[src/hdl/rau_pkg.sv]
`default_nettype none
package rau_pkg;
  localparam logic [3:0] FN_ADD = 4'd0;
  localparam logic [3:0] FN_SUB = 4'd1;
  localparam logic [3:0] FN_MUL = 4'd2;
  localparam logic [3:0] FN_DIV = 4'd3;
  localparam logic [3:0] FN_GT  = 4'd4;
  localparam logic [3:0] FN_LT  = 4'd5;
  localparam logic [3:0] FN_LE  = 4'd6;
  localparam logic [3:0] FN_GE  = 4'd7;
  localparam logic [3:0] FN_EQ  = 4'd8;

  localparam int ResNumBits = 32;
  localparam int ResDenBits = 31;

  // operation class decided by the front end
  typedef struct packed {
    logic arith;
    logic cmp;
    logic sub;
    logic mul;
    logic div;
  } op_class_t;

  // result beat
  typedef struct packed {
    logic [ResNumBits-1:0] num;
    logic [ResDenBits-1:0] den;
    logic                  cmp_true;
    logic                  div_zero;
  } result_t;
endpackage
`default_nettype wire

[src/hdl/rau_front.sv]
`default_nettype none
module rau_front #(
  parameter int W = 16
) (
  input  wire logic                 clk,
  input  wire logic                 rst,
  input  wire logic                 in_valid,
  output logic                      in_ready,
  input  wire logic [3:0]           func,
  input  wire logic signed [W-1:0]  a_num,
  input  wire logic [W-2:0]         a_den,
  input  wire logic signed [W-1:0]  b_num,
  input  wire logic [W-2:0]         b_den,
  output logic                      q_valid,
  input  wire logic                 q_ready,
  output rau_pkg::op_class_t        q_cls,
  output logic [3:0]                q_func,
  output logic signed [W-1:0]       q_an,
  output logic [W-2:0]              q_ad,
  output logic signed [W-1:0]       q_bn,
  output logic [W-2:0]              q_bd
);
  // classification of the incoming beat
  rau_pkg::op_class_t cls;
  always_comb begin
    cls = '0;
    unique case (func)
      rau_pkg::FN_ADD: cls.arith = 1'b1;
      rau_pkg::FN_SUB: begin cls.arith = 1'b1; cls.sub = 1'b1; end
      rau_pkg::FN_MUL: begin cls.arith = 1'b1; cls.mul = 1'b1; end
      rau_pkg::FN_DIV: begin cls.arith = 1'b1; cls.div = 1'b1; end
      rau_pkg::FN_GT, rau_pkg::FN_LT, rau_pkg::FN_LE, rau_pkg::FN_GE,
      rau_pkg::FN_EQ: cls.cmp = 1'b1;
      default: cls = '0;
    endcase
  end

  // two-entry queue towards the back end
  logic [1:0] cnt;
  logic       wp, rp;
  rau_pkg::op_class_t qc [2];
  logic [3:0]         qf [2];
  logic signed [W-1:0] qan [2], qbn [2];
  logic [W-2:0]        qad [2], qbd [2];

  assign in_ready = (cnt != 2'd2);
  assign q_valid  = (cnt != 2'd0);
  wire do_push = in_valid && in_ready;
  wire do_pop  = q_valid && q_ready;

  always_ff @(posedge clk) begin
    if (rst) begin
      cnt <= '0;
      wp  <= 1'b0;
      rp  <= 1'b0;
    end else begin
      if (do_push) wp <= ~wp;
      if (do_pop) rp <= ~rp;
      cnt <= cnt + {1'b0, do_push} - {1'b0, do_pop};
    end
  end

  always_ff @(posedge clk) begin
    if (do_push) begin
      qc[wp]  <= cls;
      qf[wp]  <= func;
      qan[wp] <= a_num;
      qad[wp] <= a_den;
      qbn[wp] <= b_num;
      qbd[wp] <= b_den;
    end
  end

  assign q_cls  = qc[rp];
  assign q_func = qf[rp];
  assign q_an   = qan[rp];
  assign q_ad   = qad[rp];
  assign q_bn   = qbn[rp];
  assign q_bd   = qbd[rp];
endmodule
`default_nettype wire

[src/hdl/rau_back.sv]
`default_nettype none
module rau_back #(
  parameter int W = 16
) (
  input  wire logic                clk,
  input  wire logic                rst,
  input  wire logic                q_valid,
  output logic                     q_ready,
  input  wire rau_pkg::op_class_t  q_cls,
  input  wire logic [3:0]          q_func,
  input  wire logic signed [W-1:0] q_an,
  input  wire logic [W-2:0]        q_ad,
  input  wire logic signed [W-1:0] q_bn,
  input  wire logic [W-2:0]        q_bd,
  output logic                     r_valid,
  input  wire logic                r_pop,
  output rau_pkg::result_t         r_data
);
  localparam int PW = 2 * W;       // product width
  localparam int NW = PW + 1;      // signed sum width
  localparam int MW = PW;          // magnitude width
  localparam int CW = $clog2(MW + 1) + 1;

  localparam logic [2:0] S_IDLE = 3'd0;
  localparam logic [2:0] S_MUL  = 3'd1;
  localparam logic [2:0] S_SUM  = 3'd2;
  localparam logic [2:0] S_GCD  = 3'd3;
  localparam logic [2:0] S_DIV  = 3'd4;
  localparam logic [2:0] S_OUT  = 3'd5;

  logic [2:0] state;
  rau_pkg::op_class_t cls;
  logic [3:0]          fn;
  logic signed [W-1:0] an, bn;
  logic [W-2:0]        ad, bd;
  logic signed [PW-1:0] p0, p1;     // an*bd or an*bn, ad*bn
  logic [PW-1:0]        pd;         // ad*bd
  logic [MW-1:0] gx, gy, nm, dm, qt, rm;
  logic [CW-1:0] sh, bitc;
  logic          neg, divn;

  // products against signed extended operands
  wire signed [W:0] ad_s = {2'b00, ad};
  wire signed [W:0] bd_s = {2'b00, bd};
  wire signed [PW+1:0] m0 = cls.mul ? an * bn : an * bd_s;
  wire signed [PW+1:0] m1 = bn * ad_s;

  wire signed [NW-1:0] sum_n =
    cls.mul || cls.div ? NW'(p0) :
    cls.sub ? NW'(p0) - NW'(p1) : NW'(p0) + NW'(p1);
  wire signed [NW:0] dsg = cls.div ? (NW+1)'(p1) : (NW+1)'({1'b0, pd});

  // comparison of cross products
  logic cmp_t;
  always_comb begin
    case (fn)
      rau_pkg::FN_GT: cmp_t = p0 > p1;
      rau_pkg::FN_LT: cmp_t = p0 < p1;
      rau_pkg::FN_LE: cmp_t = p0 <= p1;
      rau_pkg::FN_GE: cmp_t = p0 >= p1;
      default:        cmp_t = p0 == p1;
    endcase
  end

  // restoring divide step
  wire [MW:0] rsh   = {rm, nm[MW-1]};
  wire        fits  = rsh >= {1'b0, gx};

  assign q_ready = (state == S_IDLE) && !r_valid;

  always_ff @(posedge clk) begin
    if (rst) begin
      state   <= S_IDLE;
      r_valid <= 1'b0;
    end else begin
      if (r_valid && r_pop) r_valid <= 1'b0;
      unique case (state)
        S_IDLE: if (q_valid && q_ready) begin
          cls <= q_cls; fn <= q_func;
          an <= q_an; ad <= q_ad; bn <= q_bn; bd <= q_bd;
          state <= S_MUL;
        end
        // one multiplier rank
        S_MUL: begin
          p0 <= PW'(m0);
          p1 <= PW'(m1);
          pd <= PW'(ad * bd);
          state <= S_SUM;
        end
        // form numerator and denominator, or finish compares, unused codes and zero denominators
        S_SUM: begin
          if (!cls.arith) begin
            r_data.num <= '0;
            r_data.den <= '0;
            r_data.cmp_true <= cls.cmp ? cmp_t : 1'b0;
            r_data.div_zero <= 1'b0;
            r_valid <= 1'b1;
            state <= S_IDLE;
          end else if (dsg == '0) begin
            r_data.num <= '0;
            r_data.den <= '0;
            r_data.cmp_true <= 1'b0;
            r_data.div_zero <= 1'b1;
            r_valid <= 1'b1;
            state <= S_IDLE;
          end else begin
            neg <= sum_n[NW-1] ^ dsg[NW];
            nm  <= MW'(sum_n[NW-1] ? -sum_n : sum_n);
            dm  <= MW'(dsg[NW] ? -dsg : dsg);
            gx  <= MW'(sum_n[NW-1] ? -sum_n : sum_n);
            gy  <= MW'(dsg[NW] ? -dsg : dsg);
            sh  <= '0;
            state <= S_GCD;
          end
        end
        // binary gcd, one step per cycle
        S_GCD: begin
          if (gx == '0) begin
            gx <= gy << sh; state <= S_DIV; divn <= 1'b0; bitc <= '0;
            rm <= '0; qt <= '0;
          end else if (gy == '0) begin
            gx <= gx << sh; state <= S_DIV; divn <= 1'b0; bitc <= '0;
            rm <= '0; qt <= '0;
          end else if (!gx[0] && !gy[0]) begin
            gx <= gx >> 1; gy <= gy >> 1; sh <= sh + 1'b1;
          end else if (!gx[0]) gx <= gx >> 1;
          else if (!gy[0]) gy <= gy >> 1;
          else if (gx >= gy) gx <= (gx - gy) >> 1;
          else gy <= (gy - gx) >> 1;
        end
        // divide numerator then denominator by the gcd, one bit per cycle
        S_DIV: begin
          qt <= {qt[MW-2:0], fits};
          if (bitc == CW'(MW - 1)) begin
            bitc <= '0;
            rm <= '0;
            nm <= dm;
            dm <= {qt[MW-2:0], fits};
            divn <= 1'b1;
            if (divn) state <= S_OUT;
          end else begin
            bitc <= bitc + 1'b1;
            rm <= fits ? MW'(rsh - {1'b0, gx}) : MW'(rsh);
            nm <= nm << 1;
          end
        end
        S_OUT: begin
          r_data.num <= rau_pkg::ResNumBits'((neg && nm != '0) ? -nm : nm);
          r_data.den <= rau_pkg::ResDenBits'(dm);
          r_data.cmp_true <= 1'b0;
          r_data.div_zero <= 1'b0;
          r_valid <= 1'b1;
          state <= S_IDLE;
        end
        default: state <= S_IDLE;
      endcase
    end
  end
endmodule
`default_nettype wire

[src/hdl/rational_arith_unit.sv]
`default_nettype none
// rational arithmetic unit: add, sub, mul, div of two fractions, reduced
// to lowest terms, plus five comparisons by cross-multiplication
// input channel: push/full; a beat is taken when push is high and full low
// result channel: empty/pop; the head result sits on the result ports while
// empty is low and leaves when pop is high
// a two-entry queue parts the classifying front end from the execution
// back end, so up to two further beats are taken while one is at work
// compares and errors finish in the sum state after the multiplier rank;
// arithmetic runs on through the gcd steps and the divide steps for the
// numerator and then the denominator before the output state
// the back end takes no new item until its last result has left, as the
// single serial gcd/divide unit in the back end serves one item at a time
// reset clears the queue and the result valid flag; held results wait as
// long as pop stays low and the back end then stalls
module rational_arith_unit #(
  parameter int OPERAND_BITS = 16
) (
  input  wire logic                           clk,
  input  wire logic                           rst,
  input  wire logic                           push,
  output logic                                full,
  input  wire logic [3:0]                     func,
  input  wire logic signed [OPERAND_BITS-1:0] a_num,
  input  wire logic [OPERAND_BITS-2:0]        a_den,
  input  wire logic signed [OPERAND_BITS-1:0] b_num,
  input  wire logic [OPERAND_BITS-2:0]        b_den,
  output logic                                empty,
  input  wire logic                           pop,
  output logic signed [31:0]                  res_num,
  output logic [30:0]                         res_den,
  output logic                                cmp_true,
  output logic                                div_zero
);
  localparam int W = OPERAND_BITS;

  logic q_valid, q_ready, in_ready, r_valid;
  rau_pkg::op_class_t q_cls;
  logic [3:0] q_func;
  logic signed [W-1:0] q_an, q_bn;
  logic [W-2:0] q_ad, q_bd;
  rau_pkg::result_t r_data;

  // front end and queue
  rau_front #(.W(W)) u_front (
    .clk, .rst, .in_valid(push), .in_ready, .func, .a_num, .a_den,
    .b_num, .b_den, .q_valid, .q_ready, .q_cls, .q_func, .q_an, .q_ad,
    .q_bn, .q_bd
  );

  // execution back end
  rau_back #(.W(W)) u_back (
    .clk, .rst, .q_valid, .q_ready, .q_cls, .q_func, .q_an, .q_ad,
    .q_bn, .q_bd, .r_valid, .r_pop(pop), .r_data
  );

  assign full     = !in_ready;
  assign empty    = !r_valid;
  assign res_num  = r_data.num;
  assign res_den  = r_data.den;
  assign cmp_true = r_data.cmp_true;
  assign div_zero = r_data.div_zero;

`ifndef ASSERT_OFF
  a_flags_excl: assert property (@(posedge clk) disable iff (rst)
    !empty |-> !(cmp_true && div_zero)) else $error("cmp and error both set");
  a_err_zero: assert property (@(posedge clk) disable iff (rst)
    (!empty && div_zero) |-> (res_den == '0)) else $error("error with den");
  a_hold: assert property (@(posedge clk) disable iff (rst)
    (!empty && !pop) |=> (!empty && $stable(res_num) && $stable(res_den)))
    else $error("result changed while held");
`endif
endmodule
`default_nettype wire

[config.mk]
export PLATFORM = sky130hd
export DESIGN_NAME = rational_arith_unit
export DESIGN_NICKNAME = d
export VERILOG_FILES = /design/src/hdl/rau_pkg.sv /design/src/hdl/rau_front.sv /design/src/hdl/rau_back.sv /design/src/hdl/rational_arith_unit.sv
export SDC_FILE = /design/constraint.sdc
export NUM_CORES = 2
export LEC_CHECK = 0
export ABC_AREA = 1
export ABC_CLOCK_PERIOD_IN_PS = 18500
export CORE_UTILIZATION = 50
export CTS_CLUSTER_DIAMETER = 60
export DETAILED_ROUTE_END_ITERATION = 16
export DONT_BUFFER_PORTS = 1
export MAX_ROUTING_LAYER = met4
export PLACE_DENSITY = 0.63
export REMOVE_ABC_BUFFERS = 1
export SLEW_MARGIN = 20
export SYNTH_ARGS = -nofsm -noshare
export SYNTH_HDL_FRONTEND = slang
export SYNTH_SLANG_ARGS = --single-unit
[constraint.sdc]
create_clock -name clk -period 18.5 [get_ports clk]
set_input_delay 3.7 -clock clk [delete_from_list [all_inputs] [get_ports clk]]
set_output_delay 3.7 -clock clk [all_outputs]
set_load 0.02 [all_outputs]
### Word-level counts from Yosys, hierarchy flattened

Memory sizes are Yosys's and may differ from the RTL's. A register that Yosys moved wholly into a read port is not among the register bits.
Index checks and enable logic that the tools add are counted.

| storage, ports and cells | value |
|---|---|
| memories kept | 6 |
| bits in writable memories | 142 |
| input bits | 70 |
| ROM bits | 0 |
| flip-flop bits (word level) | 374 |
| output and inout bits | 67 |
| bits in latches | 0 |

| operators by class | value |
|---|---|
| reductions and logical operators | 38 |
| shift operators | 2 |
| add/subtract/negate cells | 12 |
| muxes and demuxes | 73 |
| divide/modulo/power cells | 0 |
| equality and inequality tests | 34 |
| $mul | 4 |
| bitwise operators | 5 |
| order comparisons | 6 |

Memories:

| memory | words | bits a word | read ports | clocked after Yosys merged registers in | write ports | RTL line | RTL |
|---|---|---|---|---|---|---|---|
| u_front.qan | 2 | 16 | 1 | 1 | 1 | rau_front.sv:43 | `logic signed [W-1:0] qan [2], qbn [2];` |
| u_front.qbn | 2 | 16 | 1 | 1 | 1 | rau_front.sv:43 |  |
| u_front.qad | 2 | 15 | 1 | 1 | 1 | rau_front.sv:44 | `logic [W-2:0] qad [2], qbd [2];` |
| u_front.qbd | 2 | 15 | 1 | 1 | 1 | rau_front.sv:44 |  |
| u_front.qc | 2 | 5 | 1 | 1 | 1 | rau_front.sv:41 | `rau_pkg::op_class_t qc [2];` |
| u_front.qf | 2 | 4 | 1 | 1 | 1 | rau_front.sv:42 | `logic [3:0] qf [2];` |

Operators with widths:

| cell | number |
|---|---|
| $mux 32 | 26 |
| $pmux 32 s2 | 5 |
| $mux 65 | 2 |
| $pmux 65 s2 | 1 |
| $mul 16x16->32 | 3 |
| $neg 32->32 | 3 |
| $sub 32x32->32 | 3 |
| $mux 33 | 2 |
| $ge 32x32->1 | 2 |
| $logic_not 32->1 | 2 |
| $shl 32x7->32 | 2 |
| $pmux 31 s2 | 1 |
| $mux 7 | 8 |
| $logic_not 34->1 | 1 |
| $mux 34 | 1 |
| $add 32x32->33 | 1 |
| $ge 33x32->1 | 1 |
| $sub 32x32->33 | 1 |
| $eq 32x32->1 | 1 |
| $eq 4x3->1 const B | 8 |
| $gt 32x32->1 | 1 |
| $le 32x32->1 | 1 |
| $lt 32x32->1 | 1 |
| $reduce_bool 32->1 | 1 |
| other kinds (41) | 96 |

### Logic depth before layout (Yosys ltp)

| logic depth | value |
|---|---|
| word-level depth | 8 |
| gate-level depth with buffers | 30 |

### Cells and area by module

A second synthesis with hierarchy kept.

| second synthesis, totals | value |
|---|---|
| cells, all modules | 9,515 |
| area, all modules | 76,415.8 um^2 |

By module, submodules not included:

| module | area each (um^2) | cells each | instances |
|---|---|---|---|
| rau_back | 70,642.8 | 9,246 | 1 |
| rau_front | 5,765.5 | 267 | 1 |
| rational_arith_unit | 7.5 | 2 | 1 |

### Least setup slack after synthesis

Ideal clock, no wire load.

| path | value |
|---|---|
| path kind | input port to flip-flop |
| from | input rst |
| to | register u_back.p0[0] (enable) |
| path slack | 7.488 ns |
| arrival time | 10.350 ns |
| buffers on the path | 1 |
| cell stages on the path | 2 |
| cells stage by stage | clkbuf_1 nor3_1 |

| between the ends | value |
|---|---|
| longest elaborated chain between the ends | 2 |

RTL lines:

| element | RTL line | RTL |
|---|---|---|
| start: declaration | rational_arith_unit.sv:20 | `input wire logic rst,` |
| $not 1->1 (no line) | - |  |
| $reduce_and 2->1 (no line) | - |  |
| end signal: assignment | rau_back.sv:85 | `p0 <= PW'(m0);` |
| end: declaration | rau_back.sv:36 | `logic signed [PW-1:0] p0, p1;` |

Every way passes these cells.
A chain may end at the register's enable or synchronous reset.

### Worst setup path in the final report

| path | value |
|---|---|
| from | register u_back.ad[3], read port of u_front.qad |
| to | register u_back.pd[29] (data pin) |

| between the ends | value |
|---|---|
| longest elaborated chain between the ends | 1 |

RTL lines:

| element | RTL line | RTL |
|---|---|---|
| start: declaration | rau_back.sv:35 | `logic [W-2:0] ad, bd;` |
| $mul 15x15->30 | rau_back.sv:87 | `pd <= PW'(ad * bd);` |
| end signal: assignment | rau_back.sv:87 |  |
| end: declaration | rau_back.sv:37 | `logic [PW-1:0] pd;` |

Every way passes these cells.

==> results.yml <==
outcome:
  run_status: "finished, final reports clean"
synth:
  ys_ff_latch: 587
  synth_warnings: 0
  yosys.cell_types.count: 71
  synth_area_leaders: "fa_1, edfxtp_1, nand2_1"
  async_reset_ff_frac: 0
  synth_top_area_share: 0.2425
  syn_inst: 9776
  synth-seq-area-share: 0.2296
  synth_area_leader_cell: "fa_1"
  synth_edf_count: 579
  syn-cell-area_um2: 76430
  syn_avg_cell_area_um2: 7.818
  synth_top_flop_cell: "edfxtp_1"
setup_path:
  crit_chain: "buf_4 -> nand2_1 -> inv_1 -> fa_1 -> inv_1 -> fa_1 -> fa_1 -> inv_1 -> fa_1 -> fa_1 -> inv_1 -> fa_1 -> inv_1 -> ha_1 -> nand2_1 -> nor4_1 -> nand4_1 -> nand3_1 -> nand3_1 -> nand2_1 -> a31oi_1 -> o21ai_0 -> a21oi_1 -> xnor2_1"
  reg2reg_slack_ps: 11520
  r2r_cells: 24
  max_stage_delay_ps: 630
  worst-path-stages: 24
  critPathCaptureType: "register"
  crit_top_cell: "fa_1"
  worst_ep_arrival_time_ps: 7450
  path_class: "register to register"
  critPathSlowestCell: "nor4_1"
  path_max_fanout: 20
  startpoint_type: "register"
  crit_family: "adder cells"
  worstPathRequired_ps: 18980
  path_buf_inv: 6
final_layout:
  synthToLayoutAreaGrowth_pct: 6.002
  final_common_cell: "nand2_1"
  fillerInstances: 14440
  drive_above_1_share: 0.04202
  post-route-util: 0.5333
  finalInstanceArea_um2: 81020
  final_nets: 11080
  layout.area.seq_um2: 17550
  multi_input_area_um2: 48820
  final_cell_mix: "nand2_1, inv_1, fa_1, edfxtp_1, nor2_1"
die:
  initial_utilization: 0.5031
  top_level_ports: 137
  die_h_um: 393.0
  die_area_um2: 154400
  core_um2: 151900
  num_rows: 143
  die_w_um: 393.0
placed_design:
  gp_congestion: 1.079
  hpwlAfterDp_um: 194500
  dpl_cell_area_um2: 78250
  io_buffers: 0
sta:
  max-slew-margin-rel: 0.1535
  drv_slew: 0
  finalCritPeriodShare: 0.3771
  finalHoldViolations: 0
  finalSetupViolCount: 0
  period_minus_slack_ps: 6976
  fmax_mhz: 143.4
  worst-slew-pin-transition_ps: 1265
  fin_skew_ps: 61.20
  rsz0062_at_grt: "no"
  tns_ps: 0
detailed_routing:
  routedWlPerCell_um: 21.21
  route.detailed.drc: 0
  antenna_left: 0
  drt-total-wl_um: 247600
  first_pass_iters: 9
  drt-initial-drc-count: 5415
  vias: 63460
  vias_per_cell: 5.436
clock_tree:
  tritoncts: "done"
  cts_resized: 0
  cts.sink_count: 587
  clockBufferDepth: 3
  clock-root-buffer: "clkbuf_16"
  cts_hold_buffers: 0
  numCtsBuffers: 81
  clkLatencyLatePin_ps: 720
  htree_levels: 3
  clk_pin_slew_worst_paths_ps: 60
  cts_setup_buffers: 0
min_path:
  hold_depth: 2
  hold_class: "register to register"
global_route:
  grt_pass1_wl_um: 380900
  grt_use_total: 0.3358
  grt-ovfl-total: 0
  grt_pass1_vias: 64460
  antenna_found_initial: 6
  grt_max_degree: 78
flow_run:
  drv_cap: 0
worst paths after layout:
check	from	endpoint
setup / recovery	u_back.ad[3]	u_back.pd[29]
hold / removal	u_front.qc[0][0]	u_back.cls[0]
setup reg to reg	u_back.ad[3]	u_back.pd[29]
hold reg to reg	u_front.qc[0][0]	u_back.cls[0]
sequential cells by signal, indices dropped and copies added, names as in the netlist, 4 cells and up:
register       count
u_back.p0         32
u_back.fn          4
u_back.bd         15
u_front.qbd       30
u_back.gx         32
u_back.dm         32
u_front.qan       32
u_back.bn         16
u_front.qad       30
u_back.cls         5
u_front.qf         8
u_front.qbn       32
u_back.bitc        7
u_back.p1         32
u_back.qt         31
u_back.gy         32
u_back.sh          7
u_back.ad         15
u_back.an         16
u_back.r_data     65
u_back.pd         30
u_front.qc        10
u_back.rm         32
u_back.nm         32
per-stage QoR:
step                std cells  hold slack, ps  setup slack [ps]
floorplan                9379           421.7              7724
global placement        11520           432.4             11520
detailed placement      11520           448.7             11630
CTS                     11670           457.9             11610
global route            11670           489.4             10950
finish                  11670           457.9             11520
per-layer routing:
metal | GRT usage | part of all wire | vias up
li1 | - | - | 29610
met1 | 0.4213 | 0.41 | 30750
met2 | 0.5216 | 0.45 | 2508
met3 | 0.05020 | 0.073 | 589
met4 | 0.1860 | 0.066 | 0
met5 | - | 0 | -
logic make-up (layout without fill, tap and decap cells):
logic type	after synthesis	count (layout)	share of synthesized area
buffers and inverters	2659	2522	0.1327
multiplexers	39	39	0.005108
AO/OA/AOI/OAI	1270	1270	0.09274
flip-flops	587	587	0.2296
XOR/XNOR	213	213	0.02441
adder cells (fa/ha/maj)	1435	1435	0.3259
AND/OR/NAND/NOR	3573	3573	0.1896
other	0	4	0
tightest hold or removal path, stage by stage, from the launching register on:
cell and delay (ps):
edfxtp_1 310, nand2_1 50, nand2_1 50
synth_stat cells, types with 38 or more instances:
library cell,count
a21oi_1,460
buf_2,38
clkbuf_1,315
edfxtp_1,579
fa_1,926
ha_1,509
inv_1,2239
mux2i_1,39
nand2_1,2522
nand3_1,208
nand4_1,53
nor2_1,553
nor3_1,62
o211ai_1,45
o21ai_0,486
o22ai_1,40
xnor2_1,83
xor2_1,130
final cells by class:
cell class,instances,area share
diodes,4,0.0001236
clock buffers,91,0.02548
clock inverters,56,0.008540
inverters,2262,0.1048
multi-input cells,6530,0.6026
flip-flops and latches,587,0.2166
well taps,2030,0.03135
repair buffers,113,0.01047
Power is not shown: default switching activity piles up to over one toggle a cycle in this logic, so the estimate is an artifact.
